File: config.mk
export PLATFORM = sky130hd
export DESIGN_NAME = text_line_wrap_dbcs_top_flat
export DESIGN_NICKNAME = d
export VERILOG_FILES = /design/src/hw/rtl/tlwd_pkg.sv /design/src/hw/rtl/tlwd_if.sv /design/src/hw/rtl/tlwd_front.sv /design/src/hw/rtl/tlwd_queue.sv /design/src/hw/rtl/tlwd_back.sv /design/src/hw/rtl/text_line_wrap_dbcs_top.sv /design/src/flat_wrapper.sv
export SDC_FILE = /design/constraint.sdc
export NUM_CORES = 1
export LEC_CHECK = 0
export ABC_CLOCK_PERIOD_IN_PS = 5200
export BUFFER_PORTS_ARGS = -buffer_cell sky130_fd_sc_hd__buf_4
export CAP_MARGIN = 40
export CORE_AREA = 3 3 104 126
export CTS_CLUSTER_SIZE = 28
export DETAILED_ROUTE_END_ITERATION = 16
export DIE_AREA = 0 0 107 129
export GPL_ROUTABILITY_DRIVEN = 0
export PLACE_DENSITY = 0.84
export SLEW_MARGIN = 10
export SYNTH_ARGS = -nofsm -noshare
export SYNTH_HDL_FRONTEND = slang
export SYNTH_SLANG_ARGS = --single-unit
File: constraint.sdc
create_clock -name clk -period 5.2 [get_ports clk]
set_input_delay 1.04 -clock clk [delete_from_list [all_inputs] [get_ports clk]]
set_output_delay 1.04 -clock clk [all_outputs]
set_load 0.02 [all_outputs]
File: src/hw/rtl/tlwd_pkg.sv
// Package with sizes, byte classes and the queue item type of the text line wrapper.
package tlwd_pkg;

    localparam int MAX_ROWS        = 256;
    localparam int ROW_COLUMNS     = 64;
    localparam int MAX_INPUT_BYTES = 16384;

    // Fixed field widths of the result beat.
    localparam int ROW_INDEX_W  = 8;
    localparam int COL_INDEX_W  = 6;
    localparam int LINE_COUNT_W = 9;
    localparam int WIDTH_W      = 7;
    localparam logic [WIDTH_W-1:0] WIDTH_RESET = WIDTH_W'(48);

    // Internal state widths: the row reaches MAX_ROWS on the last break,
    // the column reaches the full row width.
    localparam int ROW_W = $clog2(MAX_ROWS + 1);
    localparam int COL_W = $clog2(ROW_COLUMNS + 1);
    localparam int CNT_W = $clog2(MAX_INPUT_BYTES + 2);

    // Depth of the queue between front and back.
    localparam int QUEUE_DEPTH = 4;
    localparam int QPTR_W      = $clog2(QUEUE_DEPTH);
    localparam int QCNT_W      = $clog2(QUEUE_DEPTH + 1);

    localparam logic [7:0] BYTE_CR    = 8'h0d;
    localparam logic [7:0] BYTE_LF    = 8'h0a;
    localparam logic [7:0] BYTE_ASCII = 8'd127;

    typedef enum logic [1:0] {
        CLS_ZERO,
        CLS_BREAK,
        CLS_NARROW,
        CLS_WIDE
    } byte_class_t;

    typedef struct packed {
        logic        first_byte;
        logic [7:0]  char_byte;
        byte_class_t cls;
    } item_t;

endpackage

File: src/hw/rtl/tlwd_if.sv
// Handshake interfaces for the text byte channel and the buffer write channel.
interface tlwd_in_if;
    logic       valid;
    logic       ready;
    logic       first_byte;
    logic [7:0] char_byte;

    modport source (output valid, output first_byte, output char_byte, input ready);
    modport sink (input valid, input first_byte, input char_byte, output ready);
endinterface

interface tlwd_out_if;
    logic       valid;
    logic       ready;
    logic       write_valid;
    logic [7:0] row_index;
    logic [5:0] column_index;
    logic [7:0] out_byte;
    logic       text_done;
    logic [8:0] line_count;

    modport source (output valid, output write_valid, output row_index,
                    output column_index, output out_byte, output text_done,
                    output line_count, input ready);
    modport sink (input valid, input write_valid, input row_index,
                  input column_index, input out_byte, input text_done,
                  input line_count, output ready);
endinterface

File: src/hw/rtl/tlwd_front.sv
// Front end: takes text beats and classifies each byte for the layout engine.
module tlwd_front
    import tlwd_pkg::*;
(
    tlwd_in_if.sink text_in,
    input  logic    queue_full,
    output logic    push,
    output item_t   push_item
);

    byte_class_t cls;

    always_comb
    begin
        if (text_in.char_byte == 8'd0)
        begin
            cls = CLS_ZERO;
        end
        else if (text_in.char_byte == BYTE_CR || text_in.char_byte == BYTE_LF)
        begin
            cls = CLS_BREAK;
        end
        else if (text_in.char_byte > BYTE_ASCII)
        begin
            cls = CLS_WIDE;
        end
        else
        begin
            cls = CLS_NARROW;
        end
    end

    assign text_in.ready        = !queue_full;
    assign push                 = text_in.valid && !queue_full;
    assign push_item.first_byte = text_in.first_byte;
    assign push_item.char_byte  = text_in.char_byte;
    assign push_item.cls        = cls;

endmodule

File: src/hw/rtl/tlwd_queue.sv
// Short queue of classified bytes between the front end and the layout engine.
module tlwd_queue
    import tlwd_pkg::*;
(
    input  logic  clk,
    input  logic  rst_n,
    input  logic  push,
    input  item_t push_item,
    output logic  full,
    input  logic  pop,
    output logic  head_valid,
    output item_t head_item
);

    item_t             slots_reg [QUEUE_DEPTH];
    logic [QPTR_W-1:0] wr_ptr_reg;
    logic [QPTR_W-1:0] wr_ptr_next;
    logic [QPTR_W-1:0] rd_ptr_reg;
    logic [QPTR_W-1:0] rd_ptr_next;
    logic [QCNT_W-1:0] count_reg;
    logic [QCNT_W-1:0] count_next;

    always_comb
    begin
        wr_ptr_next = push ? wr_ptr_reg + 1'b1 : wr_ptr_reg;
        rd_ptr_next = pop ? rd_ptr_reg + 1'b1 : rd_ptr_reg;
        count_next  = count_reg + QCNT_W'(push) - QCNT_W'(pop);
    end

    always_ff @(posedge clk or negedge rst_n)
    begin
        if (!rst_n)
        begin
            wr_ptr_reg <= '0;
            rd_ptr_reg <= '0;
            count_reg  <= '0;
        end
        else
        begin
            wr_ptr_reg <= wr_ptr_next;
            rd_ptr_reg <= rd_ptr_next;
            count_reg  <= count_next;
        end
    end

    always_ff @(posedge clk)
    begin
        if (push)
        begin
            slots_reg[wr_ptr_reg] <= push_item;
        end
    end

    assign full       = (count_reg == QCNT_W'(QUEUE_DEPTH));
    assign head_valid = (count_reg != '0);
    assign head_item  = slots_reg[rd_ptr_reg];

endmodule

File: src/hw/rtl/tlwd_back.sv
// Layout engine: row and column tracking, wrapping, text end and the result register.
module tlwd_back
    import tlwd_pkg::*;
(
    input  logic               clk,
    input  logic               rst_n,
    input  logic               cfg_we,
    input  logic [WIDTH_W-1:0] cfg_wdata,
    input  logic               head_valid,
    input  item_t              head_item,
    output logic               pop,
    tlwd_out_if.source         result_out
);

    logic [WIDTH_W-1:0] width_reg;

    logic [ROW_W-1:0]       row_reg, row_next;
    logic [COL_W-1:0]       col_reg, col_next;
    logic                   skip_reg, skip_next;
    logic                   trail_reg, trail_next;
    logic [COL_INDEX_W-1:0] tcol_reg, tcol_next;
    logic                   fin_reg, fin_next;
    logic [CNT_W-1:0]       cnt_reg, cnt_next;

    logic                    out_valid_reg;
    logic                    wr_reg, wr_next;
    logic [ROW_INDEX_W-1:0]  wrow_reg, wrow_next;
    logic [COL_INDEX_W-1:0]  wcol_reg, wcol_next;
    logic [7:0]              wbyte_reg, wbyte_next;
    logic                    done_reg, done_next;
    logic [LINE_COUNT_W-1:0] count_reg, count_next;

    logic [COL_W-1:0] eff_width;
    logic [COL_W-1:0] limit;
    logic             is_wide;

    assign pop = head_valid && (!out_valid_reg || result_out.ready);

    // Clamp the configured width into the range the buffer supports.
    always_comb
    begin
        if (COL_W'(width_reg) < COL_W'(2))
        begin
            eff_width = COL_W'(2);
        end
        else if (COL_W'(width_reg) > COL_W'(ROW_COLUMNS))
        begin
            eff_width = COL_W'(ROW_COLUMNS);
        end
        else
        begin
            eff_width = COL_W'(width_reg);
        end
    end

    assign is_wide = (head_item.cls == CLS_WIDE);
    assign limit   = is_wide ? eff_width - 1'b1 : eff_width;

    always_comb
    begin
        row_next   = row_reg;
        col_next   = col_reg;
        skip_next  = skip_reg;
        trail_next = trail_reg;
        tcol_next  = tcol_reg;
        fin_next   = fin_reg;
        cnt_next   = cnt_reg;
        wr_next    = 1'b0;
        wrow_next  = '0;
        wcol_next  = '0;
        wbyte_next = '0;
        done_next  = 1'b0;
        count_next = '0;

        if (head_item.first_byte)
        begin
            row_next   = '0;
            col_next   = '0;
            skip_next  = 1'b0;
            trail_next = 1'b0;
            tcol_next  = '0;
            fin_next   = 1'b0;
            cnt_next   = '0;
        end

        if (!fin_next)
        begin
            cnt_next = cnt_next + 1'b1;
            if (trail_next)
            begin
                // The trail byte goes beside its lead byte, whatever its value.
                trail_next = 1'b0;
                wr_next    = 1'b1;
                wrow_next  = ROW_INDEX_W'(row_next);
                wcol_next  = tcol_next;
                wbyte_next = head_item.char_byte;
            end
            else if (skip_next)
            begin
                skip_next = 1'b0;
            end
            else
            begin
                unique case (head_item.cls)
                    CLS_ZERO:
                    begin
                        done_next  = 1'b1;
                        count_next = LINE_COUNT_W'(row_next + 1'b1);
                    end
                    CLS_BREAK:
                    begin
                        row_next = row_next + 1'b1;
                        col_next = '0;
                        if (row_next >= ROW_W'(MAX_ROWS))
                        begin
                            done_next  = 1'b1;
                            count_next = LINE_COUNT_W'(MAX_ROWS);
                        end
                        else
                        begin
                            skip_next = 1'b1;
                        end
                    end
                    CLS_NARROW, CLS_WIDE:
                    begin
                        if (col_next >= limit)
                        begin
                            row_next = row_next + 1'b1;
                            col_next = '0;
                        end
                        if (row_next >= ROW_W'(MAX_ROWS))
                        begin
                            done_next  = 1'b1;
                            count_next = LINE_COUNT_W'(MAX_ROWS);
                        end
                        else
                        begin
                            wr_next    = 1'b1;
                            wrow_next  = ROW_INDEX_W'(row_next);
                            wcol_next  = COL_INDEX_W'(col_next);
                            wbyte_next = head_item.char_byte;
                            if (is_wide)
                            begin
                                trail_next = 1'b1;
                                tcol_next  = COL_INDEX_W'(col_next + 1'b1);
                                col_next   = col_next + COL_W'(2);
                            end
                            else
                            begin
                                col_next = col_next + 1'b1;
                            end
                        end
                    end
                    default:
                    begin
                        done_next = 1'b0;
                    end
                endcase
            end

            // The byte limit waits until a pending trail byte has been placed.
            if (!done_next && !trail_next && cnt_next >= CNT_W'(MAX_INPUT_BYTES))
            begin
                done_next  = 1'b1;
                count_next = LINE_COUNT_W'(row_next + 1'b1);
            end

            if (done_next)
            begin
                fin_next   = 1'b1;
                skip_next  = 1'b0;
                trail_next = 1'b0;
            end
        end
    end

    always_ff @(posedge clk or negedge rst_n)
    begin
        if (!rst_n)
        begin
            width_reg     <= WIDTH_RESET;
            row_reg       <= '0;
            col_reg       <= '0;
            skip_reg      <= 1'b0;
            trail_reg     <= 1'b0;
            tcol_reg      <= '0;
            fin_reg       <= 1'b0;
            cnt_reg       <= '0;
            out_valid_reg <= 1'b0;
        end
        else
        begin
            if (cfg_we)
            begin
                width_reg <= cfg_wdata;
            end
            if (pop)
            begin
                row_reg   <= row_next;
                col_reg   <= col_next;
                skip_reg  <= skip_next;
                trail_reg <= trail_next;
                tcol_reg  <= tcol_next;
                fin_reg   <= fin_next;
                cnt_reg   <= cnt_next;
            end
            if (pop)
            begin
                out_valid_reg <= 1'b1;
            end
            else if (result_out.ready)
            begin
                out_valid_reg <= 1'b0;
            end
        end
    end

    always_ff @(posedge clk)
    begin
        if (pop)
        begin
            wr_reg    <= wr_next;
            wrow_reg  <= wrow_next;
            wcol_reg  <= wcol_next;
            wbyte_reg <= wbyte_next;
            done_reg  <= done_next;
            count_reg <= count_next;
        end
    end

    assign result_out.valid        = out_valid_reg;
    assign result_out.write_valid  = wr_reg;
    assign result_out.row_index    = wrow_reg;
    assign result_out.column_index = wcol_reg;
    assign result_out.out_byte     = wbyte_reg;
    assign result_out.text_done    = done_reg;
    assign result_out.line_count   = count_reg;

    // A finished text stays silent until a new text starts.
    a_silent_after_end: assert property (@(posedge clk) disable iff (!rst_n)
        pop && fin_reg && !head_item.first_byte |=> !wr_reg && !done_reg)
        else $error("result produced after the text ended");

    // The column never runs past the widest row.
    a_col_in_row: assert property (@(posedge clk) disable iff (!rst_n)
        col_reg <= COL_W'(ROW_COLUMNS))
        else $error("column beyond the row width");

    // A trail byte and a swallowed byte are never both expected.
    a_trail_skip_excl: assert property (@(posedge clk) disable iff (!rst_n)
        !(trail_reg && skip_reg))
        else $error("trail and skip pending together");

    // Once the text has ended nothing is left pending.
    a_fin_clears: assert property (@(posedge clk) disable iff (!rst_n)
        fin_reg |-> !trail_reg && !skip_reg)
        else $error("pending byte after the text ended");

endmodule

File: src/hw/rtl/text_line_wrap_dbcs_top.sv
// Top level of the text line wrapper for mixed single-byte and double-byte text.
//
//  Channel      Direction  Beat contents
//  text_in      in         first_byte, char_byte
//  result_out   out        write_valid, row_index, column_index, out_byte,
//                          text_done, line_count
//  cfg_we/wdata in         line_width (no read-back)
//
// One byte is taken per cycle while the queue is not full, and every byte yields
// exactly one result beat. A byte passes through the four-entry queue and then
// the result register before its result appears.
// The position update in the layout engine is combinational, which sets the
// sustained rate of one byte per clock while the result channel is not stalled.
// Reset clears the position state, the queue and the valid flag of the result
// register, and loads the line width with 48.
// A stalled result holds while the queue keeps taking bytes until it is full.
module text_line_wrap_dbcs_top
    import tlwd_pkg::*;
(
    input  logic               clk,
    input  logic               rst_n,
    tlwd_in_if.sink            text_in,
    tlwd_out_if.source         result_out,
    input  logic               cfg_we,
    input  logic [WIDTH_W-1:0] cfg_wdata
);

    // Classified bytes flow from the front end into the queue.
    logic  push;
    item_t push_item;
    logic  queue_full;

    // The layout engine pops a byte whenever its result register can take one.
    logic  pop;
    logic  head_valid;
    item_t head_item;

    tlwd_front u_front (
        .text_in    (text_in),
        .queue_full (queue_full),
        .push       (push),
        .push_item  (push_item)
    );

    tlwd_queue u_queue (
        .clk        (clk),
        .rst_n      (rst_n),
        .push       (push),
        .push_item  (push_item),
        .full       (queue_full),
        .pop        (pop),
        .head_valid (head_valid),
        .head_item  (head_item)
    );

    // The engine holds the line width register and all position state.
    tlwd_back u_back (
        .clk        (clk),
        .rst_n      (rst_n),
        .cfg_we     (cfg_we),
        .cfg_wdata  (cfg_wdata),
        .head_valid (head_valid),
        .head_item  (head_item),
        .pop        (pop),
        .result_out (result_out)
    );

endmodule
File: src/flat_wrapper.sv
// flat-port wrapper written by rule: the top's interface ports become plain ports
module text_line_wrap_dbcs_top_flat import tlwd_pkg::*;
  (clk, rst_n, cfg_we, cfg_wdata, text_in_valid, text_in_first_byte, text_in_char_byte, text_in_ready, result_out_valid, result_out_write_valid, result_out_row_index, result_out_column_index, result_out_out_byte, result_out_text_done, result_out_line_count, result_out_ready);
  tlwd_in_if text_in_i ();
  tlwd_out_if result_out_i ();
  input  logic clk;
  input  logic rst_n;
  input  logic cfg_we;
  input  logic [WIDTH_W-1:0] cfg_wdata;
  input wire logic [$bits(text_in_i.valid)-1:0] text_in_valid;
  input wire logic [$bits(text_in_i.first_byte)-1:0] text_in_first_byte;
  input wire logic [$bits(text_in_i.char_byte)-1:0] text_in_char_byte;
  output wire logic [$bits(text_in_i.ready)-1:0] text_in_ready;
  output wire logic [$bits(result_out_i.valid)-1:0] result_out_valid;
  output wire logic [$bits(result_out_i.write_valid)-1:0] result_out_write_valid;
  output wire logic [$bits(result_out_i.row_index)-1:0] result_out_row_index;
  output wire logic [$bits(result_out_i.column_index)-1:0] result_out_column_index;
  output wire logic [$bits(result_out_i.out_byte)-1:0] result_out_out_byte;
  output wire logic [$bits(result_out_i.text_done)-1:0] result_out_text_done;
  output wire logic [$bits(result_out_i.line_count)-1:0] result_out_line_count;
  input wire logic [$bits(result_out_i.ready)-1:0] result_out_ready;
  assign text_in_i.valid = text_in_valid;
  assign text_in_i.first_byte = text_in_first_byte;
  assign text_in_i.char_byte = text_in_char_byte;
  assign text_in_ready = text_in_i.ready;
  assign result_out_valid = result_out_i.valid;
  assign result_out_write_valid = result_out_i.write_valid;
  assign result_out_row_index = result_out_i.row_index;
  assign result_out_column_index = result_out_i.column_index;
  assign result_out_out_byte = result_out_i.out_byte;
  assign result_out_text_done = result_out_i.text_done;
  assign result_out_line_count = result_out_i.line_count;
  assign result_out_i.ready = result_out_ready;
  text_line_wrap_dbcs_top u_core (.clk(clk), .rst_n(rst_n), .text_in(text_in_i), .result_out(result_out_i), .cfg_we(cfg_we), .cfg_wdata(cfg_wdata));
endmodule
# --- Word-level counts from Yosys, hierarchy flattened ---
# Memory sizes are Yosys's and may differ from the RTL's.
# Index checks and enable logic that the tools add are counted.
word_totals:
  mem_bits_rw: 44
  reg_bits: 88
  mem_count: 1
  wordCells: 148
op_classes:
  n_mux: 91
  n_lt_le_gt_ge: 7
  add_sub_neg: 10
  eq_ne: 6
  n_reduce_logical: 15
mem_list:
  columns: ["memory", "depth", "word_bits", "read_ports", "rd_clocked_by_memory_dff", "write_ports", "line_no", "text"]
  rows:
  - ["u_core.u_queue.slots_reg", 4, 11, 1, 0, 1, "tlwd_queue.sv:15", "item_t slots_reg [QUEUE_DEPTH];"]
op_table:
  columns: ["cell", "n"]
  rows:
  - ["9-bit two-way mux", 15]
  - ["7-bit two-way mux", 14]
  - ["6-bit two-way mux", 11]
  - ["8-bit two-way mux", 8]
  - ["1-bit two-way mux", 35]
  - ["15-bit two-way mux", 2]
  - ["9-bit case mux with 3 select lines", 1]
  - ["9-bit by 1-bit adder with 9-bit output (second input constant)", 2]
  - ["9-bit >= comparator (second input constant)", 2]
  - ["9-bit case mux with 2 select lines", 1]
  - ["8-bit by 4-bit equality test with 1-bit output (second input constant)", 2]
  - ["15-bit by 1-bit adder with 15-bit output (second input constant)", 1]
  - ["15-bit >= comparator (second input constant)", 1]
  - ["7-bit case mux with 2 select lines", 1]
  - ["8-bit by 7-bit greater-than comparator with 1-bit output (second input constant)", 1]
  - ["8-bit zero test", 1]
  - ["7-bit by 1-bit adder with 7-bit output (second input constant)", 1]
  - ["7-bit by 2-bit adder with 7-bit output (second input constant)", 1]
  - ["7-bit >= comparator", 1]
  - ["7-bit greater-than comparator (second input constant)", 1]
  - ["7-bit by 2-bit < comparator with 1-bit output (second input constant)", 1]
  - ["7-bit by 1-bit subtractor with 7-bit output (second input constant)", 1]
  - ["2-bit by 1-bit adder with 2-bit output (second input constant)", 2]
  - ["2-bit equality test (second input constant)", 2]
  - ["13 further kinds", 21]

# --- Longest topological paths before layout ---
# Gate-level depths: netlist of run 1.
logic_depth:
  depth_word: 24
  depth_mapped: 22
  ltp_nobuf: 21

# --- Cells and area by module ---
# From an unflattened synthesis of run 1, not the netlist that was laid out.
hier_totals:
  cells_unflattened: 686
  area_unflattened_um2: 7332.0
by_module_without_submodules:
  columns: ["module", "area_each_um2", "seq_area_each_um2", "cells_each", "n_inst"]
  rows:
  - ["tlwd_back", 5201.2, 2194.6, 575, 1]
  - ["tlwd_queue", 1984.4, 1496.4, 91, 1]
  - ["tlwd_front", 146.4, 0.0, 20, 1]

# --- Least setup slack after synthesis of run 1 ---
# OpenSTA, ideal clock, no wires.
synth_path:
  path_kind: "register to register"
  startpoint: "reg u_core.u_back.width_reg[3]"
  endpoint: "reg u_core.u_back.count_reg[8] (netlist: u_core.u_back.result_out.line_count[8]) (data pin)"
  t_arrival_ns: 4.327
  path_buffers: 1
  stages_incl_launch_ff: 21
  setup_ns: 0.190
  path_slack_ns: 0.683
  required_ns: 5.010
  path_cell_list: "dfrtp_1 -> or3_1 -> or2_2 -> nor2b_1 -> nor2_1 -> inv_1 -> ha_1 -> nand2_1 -> nor3_1 -> o32a_1 -> ha_1 -> a21oi_1 -> o21a_1 -> o21a_1 -> clkbuf_1 -> or4_1 -> a31oi_1 -> a21o_1 -> nand4_2 -> xnor2_1 -> a2111oi_2"
synth_via:
  elab_chain_len: 21
synth_rtl:
  columns: ["element", "line_no", "text"]
  rows:
  - ["from (decl)", "tlwd_back.sv:15", "logic [WIDTH_W-1:0] width_reg;"]
  - ["from (signal assigned)", "tlwd_back.sv:195", "width_reg <= cfg_wdata;"]
  - ["7-bit greater-than comparator", "tlwd_back.sv:46", "else if (COL_W'(width_reg) > COL_W'(ROW_COLUMNS))"]
  - ["7-bit two-way mux", "tlwd_back.sv:46", null]
  - ["7-bit two-way mux (*)", "tlwd_back.sv:42", "if (COL_W'(width_reg) < COL_W'(2))"]
  - ["7-bit by 1-bit subtractor with 7-bit output", "tlwd_back.sv:57", "assign limit = is_wide ? eff_width - 1'b1 : eff_width;"]
  - ["7-bit two-way mux (*)", "tlwd_back.sv:57", null]
  - ["7-bit >= comparator (*)", "tlwd_back.sv:126", "if (col_next >= limit)"]
  - ["9-bit two-way mux (*)", "tlwd_back.sv:126", null]
  - ["9-bit two-way mux (*)", "tlwd_back.sv:104", "unique case (head_item.cls)"]
  - ["[... 4 more ...]", null, null]
  - ["1-bit two-way mux", "tlwd_back.sv:131", "if (row_next >= ROW_W'(MAX_ROWS))"]
  - ["1-bit case mux with 3 select lines / 1-bit two-way mux (equally long branches)", "tlwd_back.sv:104", null]
  - ["1-bit two-way mux", "tlwd_back.sv:98", "else if (skip_next)"]
  - ["1-bit two-way mux", "tlwd_back.sv:89", "if (trail_next)"]
  - ["1-bit two-way mux", "tlwd_back.sv:86", "if (!fin_next)"]
  - ["1-bit zero test", "tlwd_back.sv:162", "if (!done_next && !trail_next && cnt_next >= CNT_W'(MAX_INPUT_BYTES))"]
  - ["1-bit logical AND (2 in series)", "tlwd_back.sv:162", null]
  - ["9-bit two-way mux (*)", "tlwd_back.sv:162", null]
  - ["to (signal assigned)", "tlwd_back.sv:227", "count_reg <= count_next;"]
  - ["to (decl)", "tlwd_back.sv:31", "logic [LINE_COUNT_W-1:0] count_reg, count_next;"]
# Mark *: on every way between the ends. The rest lies on a longest branch, timed or not. The select of a mux whose other input is x is not followed.
# A chain may end at the register's enable or synchronous reset.

# --- Worst setup path in the final report of run 1 ---
layout_path:
  startpoint: "reg u_core.u_back.width_reg[3]"
  endpoint: "reg u_core.u_back.count_reg[7] (netlist: u_core.u_back.result_out.line_count[7]) (data pin)"
# The elaborated chain is that of the path after synthesis.

==> results of run 1 <==
cell type report:
type,instances,area share (%)
clock inverters,15,2.19
multi-input cells,492,38.8
flip-flops and latches,132,44.5
repair buffers,66,5.97
inverters,21,0.950
well taps,161,2.43
clock buffers,17,5.13
Yosys cell counts, types with 10 or more instances:
master / n
edfxtp_1: 77
nor3_1: 24
a22oi_1: 13
a31oi_1: 10
mux4_2: 11
ha_1: 17
nor2b_1: 14
nand3_1: 19
nor2_1: 51
dfrtp_1: 53
a21oi_1: 27
nand2_1: 87
and3_1: 18
clkbuf_1: 22
o21ai_0: 49
inv_1: 21
xnor2_1: 21
placed cells by master, fill, tap and decap left out, drive strengths merged, types with 4 or more instances in the layout:
master	synthesis	final
nand2	89	89
edfxtp	77	77
buf	12	66
o21ai	55	55
dfrtp	53	53
nor2	52	52
inv	21	31
a21oi	29	29
nor3	25	25
xnor2	21	21
nand3	19	19
and3	18	18
ha	17	17
clkbuf	23	17
nor2b	15	15
a22oi	13	13
mux4	11	11
a31oi	10	10
nand4	9	9
and2	8	8
xor2	8	8
mux2	7	7
o22ai	7	7
a22o	6	6
o211ai	6	6
nand2b	5	5
a21o	5	5
o21a	5	5
or2	5	5
nor4	4	4
o31ai	4	4
how the worst max path moves through the flow:
| stage | to | slack, ns |
|---|---|---|
| finish | u_core.u_back.result_out.line_count[7] | 0.34 |
| global route | u_core.u_back.result_out.line_count[8] | 0.06 |
| CTS | u_core.u_back.result_out.row_index[1] | 0.18 |
| detailed placement | u_core.u_back.result_out.row_index[2] | 0.24 |
| global placement | u_core.u_back.result_out.row_index[1] | 0.42 |
| floorplan | u_core.u_back.result_out.line_count[8] | 0.68 |
routing by layer:
layer | up-vias | global-route usage, % | part of all wire [%]
met5 | - | 0 | 0
met1 | 2757 | 32.3 | 39
met4 | 0 | 13.3 | 3.6
met2 | 344 | 42.6 | 49
li1 | 2613 | - | -
met3 | 72 | 7.43 | 8.4
cell families (layout without fill, tap and decap cells):
group / Yosys count / count (layout) / synth area share (%)
muxes: 20 / 20 / 4.86
DFF: 132 / 132 / 51.7
buffers and inverters: 56 / 119 / 3.35
adders and majority gates: 18 / 18 / 3.26
AOI/OAI and AO/OA: 166 / 166 / 15.5
xor gates and xnor gates: 29 / 29 / 3.56
and+or+nand+nor: 259 / 259 / 17.7
worst max-delay path, delay by kind of cell (launching register included):
kind                     cells  cell delay [ns]
flip-flops                   1             0.42
AND/OR/NAND/NOR             11             2.59
adder cells (fa/ha/maj)      2             0.48
buffers and inverters        1             0.06
AO/OA/AOI/OAI                4             1.10
report_power, final:
part	leakage (nW)	total [W]	internal, W	switching, W
sequential	1.45	0.00162	0.00142	0.000197
clock	0.296	0.00123	0.000691	0.000539
combinational	1.56	0.00219	0.000784	0.00141
metrics by stage:
stage | cell area [µm²] | util (%) | worst slack, ns | hold WS (ns) | instances
2_1_floorplan | 7130 | - | 0.683 | 0.442 | 680
5_1_grt | 8290 | 68.8 | 0.0624 | 0.537 | 904
3_3_place_gp | 7670 | 63.6 | 0.420 | 0.463 | 872
6_report | 8290 | 68.8 | 0.339 | 0.506 | 904
3_5_place_dp | 7670 | 63.6 | 0.245 | 0.470 | 872
4_1_cts | 8280 | 68.6 | 0.180 | 0.508 | 904
==> metrics.txt, run 1 <==
Clock H-tree levels 4; total setup buffers inserted after CTS 0; Fin Clk Skew 0.00913 ns; total track usage a little over a quarter; Starting Density about three fifths; DRT iter0 DRCs 570; top cells by area, synth edfxtp_1, dfrtp_1, nand2_1, mux4_2, o21ai_0; row cnt 44; WP data required around 5.4 ns; # setup viols final 0; Final Hold Viols 0; ys async rst share between 40% and 50%; CTS Hold Bufs 0; clk_lat worst skew 0.43 ns; post-synthesis cell area 7130 µm²; Synth Register Bits between 100 and 150; vias slightly below 6,000; unrepaired setup endpoints after global routing false; drt first pass iters 8; crit path launch u_core.u_back.width_reg[3]; crit share post-route roughly 93%; minimum clock period 4.86 ns; Synth Flop Type edfxtp_1; hpwl dp around 11 mm; I/O Buffers 55; CTS tree done; critical-path cell list or3_1 > or2_2 > nor2b_1 > nor2_2 > inv_1 > ha_1 > nand2_1 > nor3_1 > o32a_1 > ha_1 > nand4_1 > o21a_2 > or3_1 > and2_1 > a31oi_1 > and2b_1 > nand2_1 > o32ai_1; Die Y about 130 µm; DRC Markers 0; Syn Area/Cell ~10 µm²; clock transition at the registers of the reported paths 0.07 ns; setup TNS 0 ns; multi-input logic area between 3000 and 4000 µm²; P_leak around 3.3 nW; Register Area around 3700 µm²; PwrDens a little over 600 nW/µm²; kind of critical path flop to flop; worst slew pin tran ~0.9 ns; Rel. slew slack 38.1%; maximum clock rate a little over 200 MHz; core region area between 10,000 and 15,000 µm²; vias in the first global route between 5,000 and 6,000; Avg WL per Cell 19.1 µm; post-synth top area share between 30% and 40%; first-pass GRT wire length between 20 and 30 mm; max_cap viols 0; Max Root-Sink Buffers 2; Antenna Nets Post-Route 0; Post-synth EDFFs 77; reg2reg end u_core.u_back.result_out.line_count[7]; CTS sink count around 130; Cell variety after synth 76; vias per std cell 6.40; fraction of layout cells with a size suffix above 1 around 19%; FF-to-FF Start u_core.u_back.width_reg[3]; die span in x 107 µm; Final nets 769; Startpoint Class flop; area delta synth->final 16.3%; R2R Setup Slk ~0.34 ns; Critical-path top delay cell or3_1; register area share after synthesis a little over 50%; Hold Path Class flop to flop; CP max stage delay 0.45 ns; Worst Hold End u_core.u_back.result_out.valid; Design Power between 0.005 and 0.006 W; Synthesized Nets roughly 700; YS warnings 0; Post-Synthesis Cells 680; die area approximately 14,000 µm²; CP Capture Type flop; flip-flop count of the largest register after layout 44; most area-hungry cell type in the Yosys netlist edfxtp_1; Max Slew Vio Count 0; fillers 819; root buffer cell clkbuf_16; Worst Path Arrival about 5.1 ns; PostCTS Resize Cnt 0; initial antenna violation count 0; hold path depth 2; WL final between 15 and 20 mm; hold_sp u_core.u_back.result_out.valid; remaining global-route overflow 0; Reg2Reg Depth 18; peak supply drop 0.497 mV; num ports 56; status completed; antenna fix cells 0; largest net degree at the start of global routing 56; CP Max Fanout 11; TritonCTS Buffers 17
No activity file was read; power rests on OpenSTA's default activity.
==> inputs of run 2 (changes only) <==
--- a/config.mk
+++ b/config.mk
@@ -5,13 +5,14 @@
 export SDC_FILE = /design/constraint.sdc
 export NUM_CORES = 1
 export LEC_CHECK = 0
+export ABC_AREA = 1
 export ABC_CLOCK_PERIOD_IN_PS = 5200
 export BUFFER_PORTS_ARGS = -buffer_cell sky130_fd_sc_hd__buf_4
 export CAP_MARGIN = 40
-export CORE_AREA = 3 3 104 126
+export CORE_AREA = 3 3 109 131
 export CTS_CLUSTER_SIZE = 28
 export DETAILED_ROUTE_END_ITERATION = 16
-export DIE_AREA = 0 0 107 129
+export DIE_AREA = 0 0 112 134
 export GPL_ROUTABILITY_DRIVEN = 0
 export PLACE_DENSITY = 0.84
 export SLEW_MARGIN = 10
==> metrics.txt, run 2 <==
CP max stage delay 0.66 ns (was 0.45 ns); Starting Density 59.1% (was 59.2%); Antenna Nets Post-Route 0 (unchanged); TritonCTS Buffers 17 (unchanged); Max Slew Vio Count 0 (unchanged); Clock H-tree levels 4 (unchanged); flip-flop count of the largest register after layout 44 (unchanged); FF-to-FF Start u_core.u_queue.rd_ptr_reg[0] (was u_core.u_back.width_reg[3]); status completed (unchanged); CP Max Fanout 15 (was 11); setup TNS 0 ns (unchanged); Synth Flop Type edfxtp_1 (unchanged); die area 15,000 µm² (was 13,800 µm²); hold_sp u_core.u_back.width_reg[4] (was u_core.u_back.result_out.valid); WL final 19.6 mm (was 17.3 mm); Cell variety after synth 51 (was 76); commonest non-fill, non-tap cell in the layout nand2_1 (unchanged); antenna fix cells 0 (unchanged); Synthesized Nets 959 (was 719); Max Root-Sink Buffers 2 (unchanged); I/O Buffers 55 (unchanged); P_leak 3.98 nW (was 3.31 nW); mux cell area share after synthesis 0.289% (was 4.86%); Final WS setup 0.539 ns (was 0.339 ns); clock transition at the registers of the reported paths 0.06 ns (was 0.07 ns); post-synthesis compound-gate area fraction 11.3% (was 15.5%); Synth Register Bits 132 (unchanged); worst slew pin tran 0.768 ns (was 0.925 ns); CTS Hold Bufs 0 (unchanged); remaining global-route overflow 0 (unchanged); Synth Area in Adders 2.99% (was 3.26%); area delta synth->final 14.7% (was 16.3%); commonest cells in the netlist nand2_1, inv_1, edfxtp_1, nand3_1, a21oi_1 (was nand2_1, edfxtp_1, dfrtp_1, nor2_1, o21ai_0); kind of critical path flop to flop (unchanged); total track usage 27.1% (was 26.3%); CP Capture Type flop (unchanged); Startpoint Class flop (unchanged); Final Hold Viols 0 (unchanged); cell with the most instances after synthesis nand2_1 (unchanged); vias per std cell 5.82 (was 6.40); row cnt 46 (was 44); WP data required 5.47 ns (was 5.42 ns); ys async rst share 41.7% (unchanged); vias in the first global route 6,732 (was 5,764); Post-synth EDFFs 77 (unchanged); Syn Area/Cell 8.47 µm² (was 10.5 µm²); peak supply drop 0.349 mV (was 0.497 mV); unrepaired setup endpoints after global routing false (unchanged); DRT iter0 DRCs 838 (was 570); Synth Area in XOR/XNOR 2.81% (was 3.56%); R2R Setup Slk 0.54 ns (was 0.34 ns); # setup viols final 0 (unchanged); crit share post-route 89.6% (was 93.5%); Worst Hold End u_core.u_back.width_reg[4] (was u_core.u_back.result_out.valid); clk_lat worst skew 0.43 ns (about the same); Hold Path Class flop to flop (unchanged); hold path depth 2 (unchanged); Critical-path top delay cell dfrtp_1 (was or3_1); register area share after synthesis 47.4% (was 51.7%); fillers 1,059 (was 819); YS warnings 0 (unchanged); largest net degree at the start of global routing 56 (unchanged); Die Y 134 µm (was 129 µm); core region area 13,200 µm² (was 12,100 µm²); minimum clock period 4.66 ns (was 4.86 ns); Post-Synthesis Cells 920 (was 680); PwrDens 746 nW/µm² (was 608 nW/µm²); CTS sink count 132 (unchanged); post-synthesis cell area 7790 µm² (was 7130 µm²); hpwl dp 13.6 mm (was 11.4 mm); hold slack 0.507 ns (was 0.506 ns); fraction of layout cells with a size suffix above 1 18.2% (was 18.6%); top cells by area, synth edfxtp_1, dfrtp_1, nand2_1, inv_1, nand3_1 (was edfxtp_1, dfrtp_1, nand2_1, mux4_2, o21ai_0); Post-Synth Simple-Gate Area 28.1% (was 17.7%); first-pass GRT wire length 32.3 mm (was 28.1 mm); root buffer cell clkbuf_16 (unchanged); initial antenna violation count 0 (unchanged); Avg WL per Cell 16.9 µm (was 19.1 µm); max_cap viols 0 (unchanged); most frequent cells in the layout nand2_1, inv_1, edfxtp_1 (was nand2_1, edfxtp_1, buf_4); die span in x 112 µm (was 107 µm); reg2reg end u_core.u_back.result_out.line_count[6] (was u_core.u_back.result_out.line_count[7]); num ports 56 (unchanged); post-synth top area share 29.7% (was 32.4%); Final nets 1,022 (was 769); most area-hungry cell type in the Yosys netlist edfxtp_1 (unchanged); Worst Path Arrival 4.94 ns (was 5.08 ns); PostCTS Resize Cnt 0 (unchanged); cell mode on critical path nand2_1; Reg2Reg Depth 28 (was 18); total setup buffers inserted after CTS 0 (unchanged); DRC Markers 0 (unchanged); largest family of logic cells by synthesized area simple AND/OR/NAND/NOR gates (unchanged); worst slack, placed 0.598 ns (was 0.245 ns); maximum clock rate 215 MHz (was 206 MHz); drt first pass iters 9 (was 8); Rel. slew slack 48.8% (was 38.1%); CTS tree done (unchanged); vias 6,769 (was 5,786); Fin Clk Skew 0.0100 ns (was 0.00913 ns)
==> run 2: cell count changes after synthesis, sizes merged, moves of 12 or more <==
cell / before / now
nor2b: 15 / 0
and3: 18 / 0
a22oi: 13 / 1
inv: 21 / 111
nor3: 25 / 7
a21oi: 29 / 68
nor2: 52 / 83
nand3: 19 / 78
nand2: 89 / 274
==> run 2: kinds of logic (layout without fill, tap and decap cells) <==
group / after synthesis / after routing
AOI/OAI and AO/OA: 150 / 150
muxes: 2 / 2
xor gates and xnor gates: 25 / 25
adders and majority gates: 18 / 18
DFF: 132 / 132
and+or+nand+nor: 458 / 458
buffers and inverters: 135 / 211
==> run 2: where the power goes <==
part	internal (W)	switching [W]	total, W
clock	0.000657	0.000462	0.00112
sequential	0.00152	0.000196	0.00172
combinational	0.00116	0.00267	0.00383
total	0.00334	0.00333	0.00666
==> run 2: how the worst max path moves through the flow <==
stage / start / endpoint / slack (ns) / cells past startpoint
5_1_grt: u_core.u_queue.rd_ptr_reg[0] / u_core.u_back.result_out.line_count[6] / 0.04 / 30
3_5_place_dp: u_core.u_queue.rd_ptr_reg[0] / u_core.u_back.result_out.line_count[6] / 0.60 / 29
6_report: u_core.u_queue.rd_ptr_reg[0] / u_core.u_back.result_out.line_count[6] / 0.54 / 28
3_3_place_gp: u_core.u_queue.rd_ptr_reg[0] / u_core.u_back.col_reg[5] / 0.78 / 30
2_1_floorplan: result_out_ready / u_core.u_queue.count_reg[2] / 1.23 / 10
4_1_cts: u_core.u_queue.rd_ptr_reg[0] / u_core.u_back.result_out.line_count[6] / 0.58 / 31
==> run 2: worst max-delay path, delay by kind of cell, from the launching register on <==
kind            cells  cell delay [ns]
simple gates       20             2.15
fa+ha+maj           2             0.55
buf+inv             4             0.91
flops               1             0.66
compound gates      2             0.23
==> run 2: per-stage QoR <==
step / utilization [%] / power [W] / cell area [µm²] / instances
floorplan: - / 0.00445 / 7790 / 920
global placement: 63.4 / 0.00535 / 8360 / 1128
detailed placement: 63.7 / 0.00546 / 8390 / 1132
CTS: 67.8 / 0.00662 / 8940 / 1164
global route: 67.8 / 0.00714 / 8940 / 1164
finish: 67.8 / 0.00666 / 8940 / 1164
==> run 2: area by class of cell <==
cell class / instances / area, µm² / area share (%)
inverters: 113 / 435 / 4.87
flip-flops and latches: 132 / 3690 / 41.3
clock inverters: 12 / 108 / 1.20
clock buffers: 20 / 437 / 4.89
well taps: 168 / 210 / 2.35
repair buffers: 66 / 503 / 5.63
multi-input cells: 653 / 3550 / 39.8
==> run 2: routing by layer <==
layer  vias up  routed length (µm)  track usage [%]
met5         -                   0                0
met4         0                1040             16.2
met3        88                1250             5.51
met2       306               10200             48.7
met1      3194                7110             29.3
li1       3181                   -                -
